### config.mk
export PLATFORM = sky130hd
export DESIGN_NAME = ordered_array_list_engine_top
export DESIGN_NICKNAME = d
export VERILOG_FILES = /design/src/hdl/oale_pkg.sv /design/src/hdl/ordered_array_list_engine_top.sv /design/src/hdl/oale_store.sv /design/src/hdl/oale_seq.sv
export SDC_FILE = /design/constraint.sdc
export NUM_CORES = 2
export LEC_CHECK = 0
export BUFFER_PORTS_ARGS = -buffer_cell sky130_fd_sc_hd__clkbuf_2
export CORE_MARGIN = 3
export CORE_UTILIZATION = 40
export DETAILED_ROUTE_END_ITERATION = 16
export SYNTH_ARGS = -nofsm -noshare
export SYNTH_HDL_FRONTEND = slang
export SYNTH_HIERARCHICAL = 1
export SYNTH_SLANG_ARGS = --single-unit
### constraint.sdc
create_clock -name clk -period 8.7 [get_ports clk]
set_input_delay 0.87 -clock clk [delete_from_list [all_inputs] [get_ports clk]]
set_output_delay 0.87 -clock clk [all_outputs]
set_load 0.05 [all_outputs]
### src/hdl/oale_pkg.sv
// Shared constants, codes and types of the ordered array list engine.
package oale_pkg;

	localparam int CAPACITY    = 128;
	localparam int VALUE_WIDTH = 32;
	localparam int AW          = $clog2(CAPACITY);
	localparam int CNT_W       = $clog2(CAPACITY + 1);

	typedef enum logic [1:0] {
		KIND_INSERT = 2'd0,
		KIND_DELETE = 2'd1,
		KIND_LOCATE = 2'd2,
		KIND_GET    = 2'd3
	} kind_t;

	typedef enum logic [1:0] {
		ST_OK    = 2'd0,
		ST_RANGE = 2'd1,
		ST_FULL  = 2'd2,
		ST_MISS  = 2'd3
	} status_t;

	typedef struct packed {
		logic                   rd_en;
		logic [AW-1:0]          rd_addr;
		logic                   wr_en;
		logic [AW-1:0]          wr_addr;
		logic [VALUE_WIDTH-1:0] wr_data;
	} mem_req_t;

	typedef struct packed {
		status_t     status;
		logic [7:0]  found;
		logic [31:0] rdval;
		logic [7:0]  count;
	} result_t;

endpackage

### src/hdl/ordered_array_list_engine_top.sv
// Top level of the ordered array list engine: sequencer, entry storage, result register.
//
//  channel | direction | handshake            | payload
//  --------+-----------+----------------------+-------------------------------------
//  request | in        | in_valid / in_ready  | kind, position, value
//  result  | out       | out_valid / out_ready| status, found_position, read_value, count
//
// One request at a time over the single memory port; rejected requests skip to the result.
// Insert moves the entries from position on up by one, then writes; an append only writes.
// Delete moves later entries down (last entry: count only); locate scans from the first entry.
// Reset clears count and out_valid, not the entries, which are read only after being written.
// The result register lets the next request transfer while a result waits on out_ready.
module ordered_array_list_engine_top
	import oale_pkg::*;
(
	input  logic        clk,
	input  logic        arst_n,
	input  logic        in_valid,
	output logic        in_ready,
	input  logic [1:0]  kind,
	input  logic [7:0]  position,
	input  logic [31:0] value,
	output logic        out_valid,
	input  logic        out_ready,
	output logic [1:0]  status,
	output logic [7:0]  found_position,
	output logic [31:0] read_value,
	output logic [7:0]  count
);

	mem_req_t               req;
	logic [VALUE_WIDTH-1:0] rd_data;
	logic                   res_valid;
	logic                   res_take;
	result_t                res;
	result_t                out_q;
	logic                   out_valid_q;

	oale_seq u_seq (
		.clk       (clk),
		.arst_n    (arst_n),
		.in_valid  (in_valid),
		.in_ready  (in_ready),
		.kind      (kind),
		.position  (position),
		.value     (value),
		.req       (req),
		.rd_data   (rd_data),
		.res_valid (res_valid),
		.res_take  (res_take),
		.res       (res)
	);

	oale_store u_store (
		.clk     (clk),
		.req     (req),
		.rd_data (rd_data)
	);

	assign res_take = res_valid && (!out_valid_q || out_ready);

	always_ff @(posedge clk or negedge arst_n) begin
		if (!arst_n) begin
			out_valid_q <= 1'b0;
		end else if (res_take) begin
			out_valid_q <= 1'b1;
		end else if (out_ready) begin
			out_valid_q <= 1'b0;
		end
	end

	always_ff @(posedge clk) begin
		if (res_take) begin
			out_q <= res;
		end
	end

	assign out_valid      = out_valid_q;
	assign status         = out_q.status;
	assign found_position = out_q.found;
	assign read_value     = out_q.rdval;
	assign count          = out_q.count;

endmodule

### src/hdl/oale_store.sv
// Entry storage: one write port and one registered read port.
module oale_store
	import oale_pkg::*;
(
	input  logic                   clk,
	input  mem_req_t               req,
	output logic [VALUE_WIDTH-1:0] rd_data
);

	logic [VALUE_WIDTH-1:0] mem [CAPACITY];
	logic [VALUE_WIDTH-1:0] rd_data_q;

	always_ff @(posedge clk) begin
		if (req.wr_en) begin
			mem[req.wr_addr] <= req.wr_data;
		end
	end

	always_ff @(posedge clk) begin
		if (req.rd_en) begin
			rd_data_q <= mem[req.rd_addr];
		end
	end

	assign rd_data = rd_data_q;

endmodule

### src/hdl/oale_seq.sv
// Request sequencer: range checks, shift walks, search and fetch over one memory port.
module oale_seq
	import oale_pkg::*;
(
	input  logic                   clk,
	input  logic                   arst_n,
	input  logic                   in_valid,
	output logic                   in_ready,
	input  logic [1:0]             kind,
	input  logic [7:0]             position,
	input  logic [31:0]            value,
	output mem_req_t               req,
	input  logic [VALUE_WIDTH-1:0] rd_data,
	output logic                   res_valid,
	input  logic                   res_take,
	output result_t                res
);

	localparam int PW = ((CNT_W > 8) ? CNT_W : 8) + 1;

	typedef enum logic [9:0] {
		S_IDLE = 10'b0000000001,
		S_UP   = 10'b0000000010,
		S_UPW  = 10'b0000000100,
		S_INSW = 10'b0000001000,
		S_DN   = 10'b0000010000,
		S_DNW  = 10'b0000100000,
		S_SRCH = 10'b0001000000,
		S_GET  = 10'b0010000000,
		S_GETD = 10'b0100000000,
		S_DONE = 10'b1000000000
	} state_t;

	state_t                 state_q;
	logic [CNT_W-1:0]       count_q;
	logic [VALUE_WIDTH-1:0] val_q;
	logic [AW-1:0]          ptr_q;
	logic [AW-1:0]          tgt_q;
	logic [AW-1:0]          wa_q;
	logic                   pend_q;
	status_t                st_q;
	logic [7:0]             found_q;
	logic [31:0]            rdv_q;

	logic [PW-1:0]          pos_x;
	logic [PW-1:0]          cnt_x;
	logic                   ins_ok;
	logic                   rng_ok;
	logic                   full;
	logic [AW-1:0]          pos_m1;
	logic [AW-1:0]          cnt_m1;
	logic [63:0]            vsx;
	logic [VALUE_WIDTH-1:0] val_in;
	logic [AW+8:0]          fx;
	logic [VALUE_WIDTH+31:0] rdx;
	logic [CNT_W+7:0]       cx;
	logic                   accept;

	assign pos_x  = PW'(position);
	assign cnt_x  = PW'(count_q);
	assign ins_ok = (position != 8'd0) && (pos_x <= cnt_x + PW'(1));
	assign rng_ok = (position != 8'd0) && (pos_x <= cnt_x);
	assign full   = (count_q == CNT_W'(CAPACITY));
	assign pos_m1 = AW'(pos_x - PW'(1));
	assign cnt_m1 = AW'(cnt_x - PW'(1));
	assign vsx    = {{32{value[31]}}, value};
	assign val_in = vsx[VALUE_WIDTH-1:0];
	assign fx     = {9'b0, wa_q} + {{(AW+8){1'b0}}, 1'b1};
	assign rdx    = {32'b0, rd_data};
	assign cx     = {8'b0, count_q};

	assign in_ready  = (state_q == S_IDLE);
	assign accept    = in_valid && in_ready;
	assign res_valid = (state_q == S_DONE);

	assign res.status = st_q;
	assign res.found  = found_q;
	assign res.rdval  = rdv_q;
	assign res.count  = cx[7:0];

	always_comb begin
		req = '0;
		case (state_q)
			S_UP, S_DN: begin
				req.rd_en   = 1'b1;
				req.rd_addr = ptr_q;
				req.wr_en   = pend_q;
				req.wr_addr = wa_q;
				req.wr_data = rd_data;
			end
			S_UPW, S_DNW: begin
				req.wr_en   = 1'b1;
				req.wr_addr = wa_q;
				req.wr_data = rd_data;
			end
			S_INSW: begin
				req.wr_en   = 1'b1;
				req.wr_addr = tgt_q;
				req.wr_data = val_q;
			end
			S_SRCH, S_GET: begin
				req.rd_en   = 1'b1;
				req.rd_addr = ptr_q;
			end
			default: begin
				req = '0;
			end
		endcase
	end

	always_ff @(posedge clk or negedge arst_n) begin
		if (!arst_n) begin
			state_q <= S_IDLE;
			count_q <= '0;
			pend_q  <= 1'b0;
		end else begin
			case (state_q)
				S_IDLE: begin
					if (accept) begin
						pend_q <= 1'b0;
						case (kind_t'(kind))
							KIND_INSERT: begin
								if (!ins_ok || full) begin
									state_q <= S_DONE;
								end else if (pos_x == cnt_x + PW'(1)) begin
									state_q <= S_INSW;
								end else begin
									state_q <= S_UP;
								end
							end
							KIND_DELETE: begin
								if (!rng_ok) begin
									state_q <= S_DONE;
								end else if (pos_x == cnt_x) begin
									count_q <= count_q - CNT_W'(1);
									state_q <= S_DONE;
								end else begin
									state_q <= S_DN;
								end
							end
							KIND_LOCATE: begin
								state_q <= (count_q == '0) ? S_DONE : S_SRCH;
							end
							default: begin
								state_q <= rng_ok ? S_GET : S_DONE;
							end
						endcase
					end
				end
				S_UP: begin
					pend_q <= 1'b1;
					if (ptr_q == tgt_q) begin
						state_q <= S_UPW;
					end
				end
				S_UPW: begin
					state_q <= S_INSW;
				end
				S_INSW: begin
					count_q <= count_q + CNT_W'(1);
					state_q <= S_DONE;
				end
				S_DN: begin
					pend_q <= 1'b1;
					if (ptr_q == tgt_q) begin
						state_q <= S_DNW;
					end
				end
				S_DNW: begin
					count_q <= count_q - CNT_W'(1);
					state_q <= S_DONE;
				end
				S_SRCH: begin
					pend_q <= 1'b1;
					if (pend_q && ((rd_data == val_q) || (wa_q == tgt_q))) begin
						state_q <= S_DONE;
					end
				end
				S_GET: begin
					state_q <= S_GETD;
				end
				S_GETD: begin
					state_q <= S_DONE;
				end
				S_DONE: begin
					if (res_take) begin
						state_q <= S_IDLE;
					end
				end
				default: begin
					state_q <= S_IDLE;
				end
			endcase
		end
	end

	always_ff @(posedge clk) begin
		case (state_q)
			S_IDLE: begin
				if (accept) begin
					val_q   <= val_in;
					st_q    <= ST_OK;
					found_q <= 8'd0;
					rdv_q   <= 32'd0;
					case (kind_t'(kind))
						KIND_INSERT: begin
							tgt_q <= pos_m1;
							ptr_q <= cnt_m1;
							if (!ins_ok) begin
								st_q <= ST_RANGE;
							end else if (full) begin
								st_q <= ST_FULL;
							end
						end
						KIND_DELETE: begin
							tgt_q <= cnt_m1;
							ptr_q <= AW'(pos_x);
							if (!rng_ok) begin
								st_q <= ST_RANGE;
							end
						end
						KIND_LOCATE: begin
							tgt_q <= cnt_m1;
							ptr_q <= '0;
							if (count_q == '0) begin
								st_q <= ST_MISS;
							end
						end
						default: begin
							ptr_q <= pos_m1;
							if (!rng_ok) begin
								st_q <= ST_RANGE;
							end
						end
					endcase
				end
			end
			S_UP: begin
				wa_q  <= ptr_q + AW'(1);
				ptr_q <= ptr_q - AW'(1);
			end
			S_DN: begin
				wa_q  <= ptr_q - AW'(1);
				ptr_q <= ptr_q + AW'(1);
			end
			S_SRCH: begin
				wa_q  <= ptr_q;
				ptr_q <= ptr_q + AW'(1);
				if (pend_q) begin
					if (rd_data == val_q) begin
						found_q <= fx[7:0];
					end else if (wa_q == tgt_q) begin
						st_q <= ST_MISS;
					end
				end
			end
			S_GETD: begin
				rdv_q <= rdx[31:0];
			end
			default: begin
			end
		endcase
	end

endmodule
==> flow_summary_export.csv <==
group,metric,value,unit
setup_path,worstSetupPathType,"register to register",
logic_synthesis,avgSynthCellArea,24.66,µm²
detailed_routing,wl_met3,48210,µm
grt,grt_max_degree,104,
power,powerDensity,259.6,nW/µm²
layout,nFillCells,33360,
logic_synthesis,yosysUniqueCellTypes,78,
layout,drive_gt1_frac,0.3392,
detailed_routing,wire_per_inst,34.98,µm
logic_synthesis,syn_area,165100,µm²
placed_design,dpl.hpwl,261500,µm
logic_synthesis,ys_seq_elements,4293,
timing,grt_setup_unrepaired,"no",
timing,tightestPinTransition,1.409,ns
layout,multi_input_area,36090,µm²
grt,gr-total-overflow,0,
status,status,"complete, but fails checks",
clock_network,cts_tree,"yes",
clock_network,path_clk_slew,0.06,ns
setup_path,crit_path_start_kind,"register",
floorplanning,core-area,410500,µm²
logic_synthesis,synth_nets,6776,
logic_synthesis,netlist_instances,6697,
placed_design,portBuffers,97,
clock_network,htreeDepth,5,
timing,min_period,7.072,ns
clock_network,cts.sinks,4293,
detailed_routing,drt_iter0_markers,11070,
timing,whs,0.07351,ns
detailed_routing,drcViolationCount,0,
grt,track_usage,0.2151,
power,cellLeakagePower,57.26,nW
timing,fmax,141.4,MHz
timing,setup_viol,0,
logic_synthesis,yosys-top-cells-area,"edfxtp_1 78%, mux4_2 18%, clkbuf_1 0.47%, nor2_1 0.37%, dfrtp_1 0.29%",
setup_path,critPathRequiredTime,9.41,ns
floorplanning,die_w,648.5,µm
detailed_routing,viasPerCell,5.994,
logic_synthesis,synth.top_cell.area_share,0.7770,
floorplanning,num_rows,235,
layout,layout.nets,7248,
floorplanning,start_util,0.4023,
worst_hold_path,min_path_type,"input port to register",
clock_network,cts_buffer_depth,4,
setup_path,crit_arrival,7.78,ns
floorplanning,ioPinCount,98,
job,drv_cap,1,
timing,slew_viol_final,0,
detailed_routing,wl_met2,215600,µm
clock_network,root_buffer,"clkbuf_16",
logic_synthesis,synthArstFlopShare,0.004659,
detailed_routing,vias,77990,
layout,area_growth_syn_to_layout,14.38,%
grt,antenna_found_initial,50,
logic_synthesis,yosysWarnings,6,
grt,grt_pass1_wl,630200,µm
timing,fin_crit_sh,0.8129,
setup_path,crit_fanout,29,
grt,grt_pass1_vias,77890,
floorplanning,die_area,420600,µm²
clock_network,clk_latency,0.98,ns
timing,finalClockSkew,0.08264,ns
status,violations,"capacitance limit",
clock_network,ctsResizeCount,0,
floorplanning,die_h,648.5,µm
setup_path,end_kind,"register",
timing,maxSlewHeadroom,0.05791,
logic_synthesis,synth_ff_type,"edfxtp_1",
layout,seq_area,128800,µm²
detailed_routing,wirelength,455100,µm
detailed_routing,dr.pass1.iters,6,
detailed_routing,antenna_left,0,
logic_synthesis,synth_edf_count,4273,
detailed_routing,m1WireLength,177400,µm
clock_network,numCtsBuffers,428,
power,irDropWorstVdd,0.0002002,V
timing,setup_tns,0,ns
detailed_routing,top_layer,"met5",
placed_design,gp_congestion,0.8719,
logic_synthesis,synth-seq-area-share,0.7800,
logic_synthesis,synth_area_leader_cell,"edfxtp_1",
timing,finalHoldViolations,0,
## layer usage
layer / global-route usage / vias to the layer above
met5: 0 / -
li1: - / 30110
met4: 0.06312 / 10
met3: 0.04917 / 621
met1: 0.3035 / 43010
met2: 0.3367 / 4246
## kinds of logic after synthesis
group                      synth area share
DFF                                  0.7800
muxes                                0.1858
and+or+nand+nor                     0.01168
buffers and inverters              0.009235
AOI/OAI and AO/OA                  0.006296
xor gates and xnor gates           0.004402
adders and majority gates          0.002546
## power by group
part	switching (mW)	internal, mW	leakage (nW)
sequential	0.311	23.5	39.8
clock	7.76	10.3	6.66
combinational	4.41	2.70	10.8
total	12.5	36.6	57.3
## worst paths after layout
path	slack (ns)	endpoint	cells after the start	from
min in group asynchronous	0.46	u_seq/count_q[4]	2	arst_n
worst min-delay path	0.07	u_seq/val_q[14]	1	value[14]
worst min register to register	0.42	read_value[3]	0	u_seq/rdv_q[3]
max in group asynchronous	7.84	u_seq/state_q[1]	2	arst_n
worst max-delay path	1.63	u_store/rd_data[27]	15	u_seq/state_q[3]
worst max register to register	1.63	u_store/rd_data[27]	15	u_seq/state_q[3]
## timing repair
item                                   CTS  global route
endpoints found under the hold margin   24             0
buffers inserted                         0             0
hold buffers                             6             0
## registers in the layout, summed over array words and instances (netlist names)
register and cells:
read_value 32, status 2, found_position 8, u_seq/rdv_q 32, u_seq/ptr_q 7, u_store/rd_data 32, out_valid 1, u_seq/wa_q 7
count 8, u_seq/count_q 8, u_seq/val_q 32, u_store/mem 4096, u_seq/tgt_q 7, u_seq/found_q 8, u_seq/pend_q 1, u_seq/state_q 10
u_seq/st_q 2
## critical path: stages, from the launching register on
cell	delay [ns]
dfrtp_1	0.44
or4_4	0.62
nor3_1	0.35
nand2_1	0.36
nand2_1	0.34
nor2_1	0.16
inv_2	0.28
or2_2	0.63
and2_4	0.56
buf_12	0.27
buf_12	0.19
buf_12	0.24
mux4_2	0.57
mux4_2	0.63
mux4_2	0.71
mux2_2	0.35
## metrics by stage
| stage | setup slack [ns] | instances | power, mW | utilization | area (µm²) |
|---|---|---|---|---|---|
| finish | 1.628 | 13010 | 49.03 | 0.4602 | 188900 |
| global route | 1.443 | 12990 | 50.44 | 0.4601 | 188900 |
| CTS | 1.623 | 12970 | 49.33 | 0.4599 | 188800 |
| detailed placement | 1.642 | 12180 | 31.38 | 0.4264 | 175000 |
| global placement | 1.568 | 12180 | 31.29 | 0.4264 | 175000 |
| floorplan | 2.650 | 6697 | 28.38 | - | 165100 |
## area by class of cell
| class | count | area share |
|---|---|---|
| Timing Repair Buffer | 387 | 0.01722 |
| Clock buffer | 521 | 0.05910 |
| Clock inverter | 258 | 0.01351 |
| Tap cell | 5451 | 0.03611 |
| Multi-Input combinational cell | 2032 | 0.1910 |
| Sequential cell | 4293 | 0.6819 |
| Antenna cell | 42 | 0.0005564 |
| Inverter | 27 | 0.0005365 |
## cell usage in the layout (no fill, tap or decap), types with 11 or more instances in the layout
| cell type | instances |
|---|---|
| nand4_1 | 11 |
| nand2_1 | 49 |
| nor2b_1 | 12 |
| nand3_1 | 23 |
| nor2_4 | 119 |
| and2_1 | 33 |
| edfxtp_1 | 4273 |
| clkbuf_2 | 97 |
| dfrtp_1 | 19 |
| clkinvlp_4 | 14 |
| mux2_2 | 33 |
| buf_12 | 46 |
| xnor2_1 | 33 |
| a22o_4 | 32 |
| nor3_2 | 11 |
| xor2_1 | 50 |
| inv_1 | 24 |
| nor3_1 | 14 |
| diode_2 | 42 |
| o21ai_0 | 23 |
| nor2_1 | 42 |
| clkbuf_1 | 86 |
| clkbuf_16 | 431 |
| bufinv_16 | 40 |
| nor4_1 | 13 |
| a21oi_1 | 33 |
| buf_4 | 238 |
| mux4_2 | 1344 |
| clkinv_1 | 105 |
| ha_1 | 32 |
| clkinv_2 | 69 |
## cells in the mapped netlist, types with 3 or more instances
cell type and number:
and3_1 8, or3_1 4, a22o_1 40, nand2b_1 8, nor2b_1 12, nor4_1 14
xor2_1 50, ha_1 32, nor3_1 24, a221oi_1 3, edfxtp_1 4273, inv_1 24
a21oi_1 33, nand4_1 11, o211ai_1 8, buf_2 82, buf_4 3, clkbuf_1 208
nor2_1 161, nand3_1 27, xnor2_1 33, mux2i_1 4, dfrtp_1 19, o21ai_0 23
mux2_2 33, a21o_1 3, mux4_2 1344, nand2_1 53, and2_1 41, buf_1 50
o21bai_1 3, o21ai_1 5, or2_2 4
(Power assumes the default switching activity.)
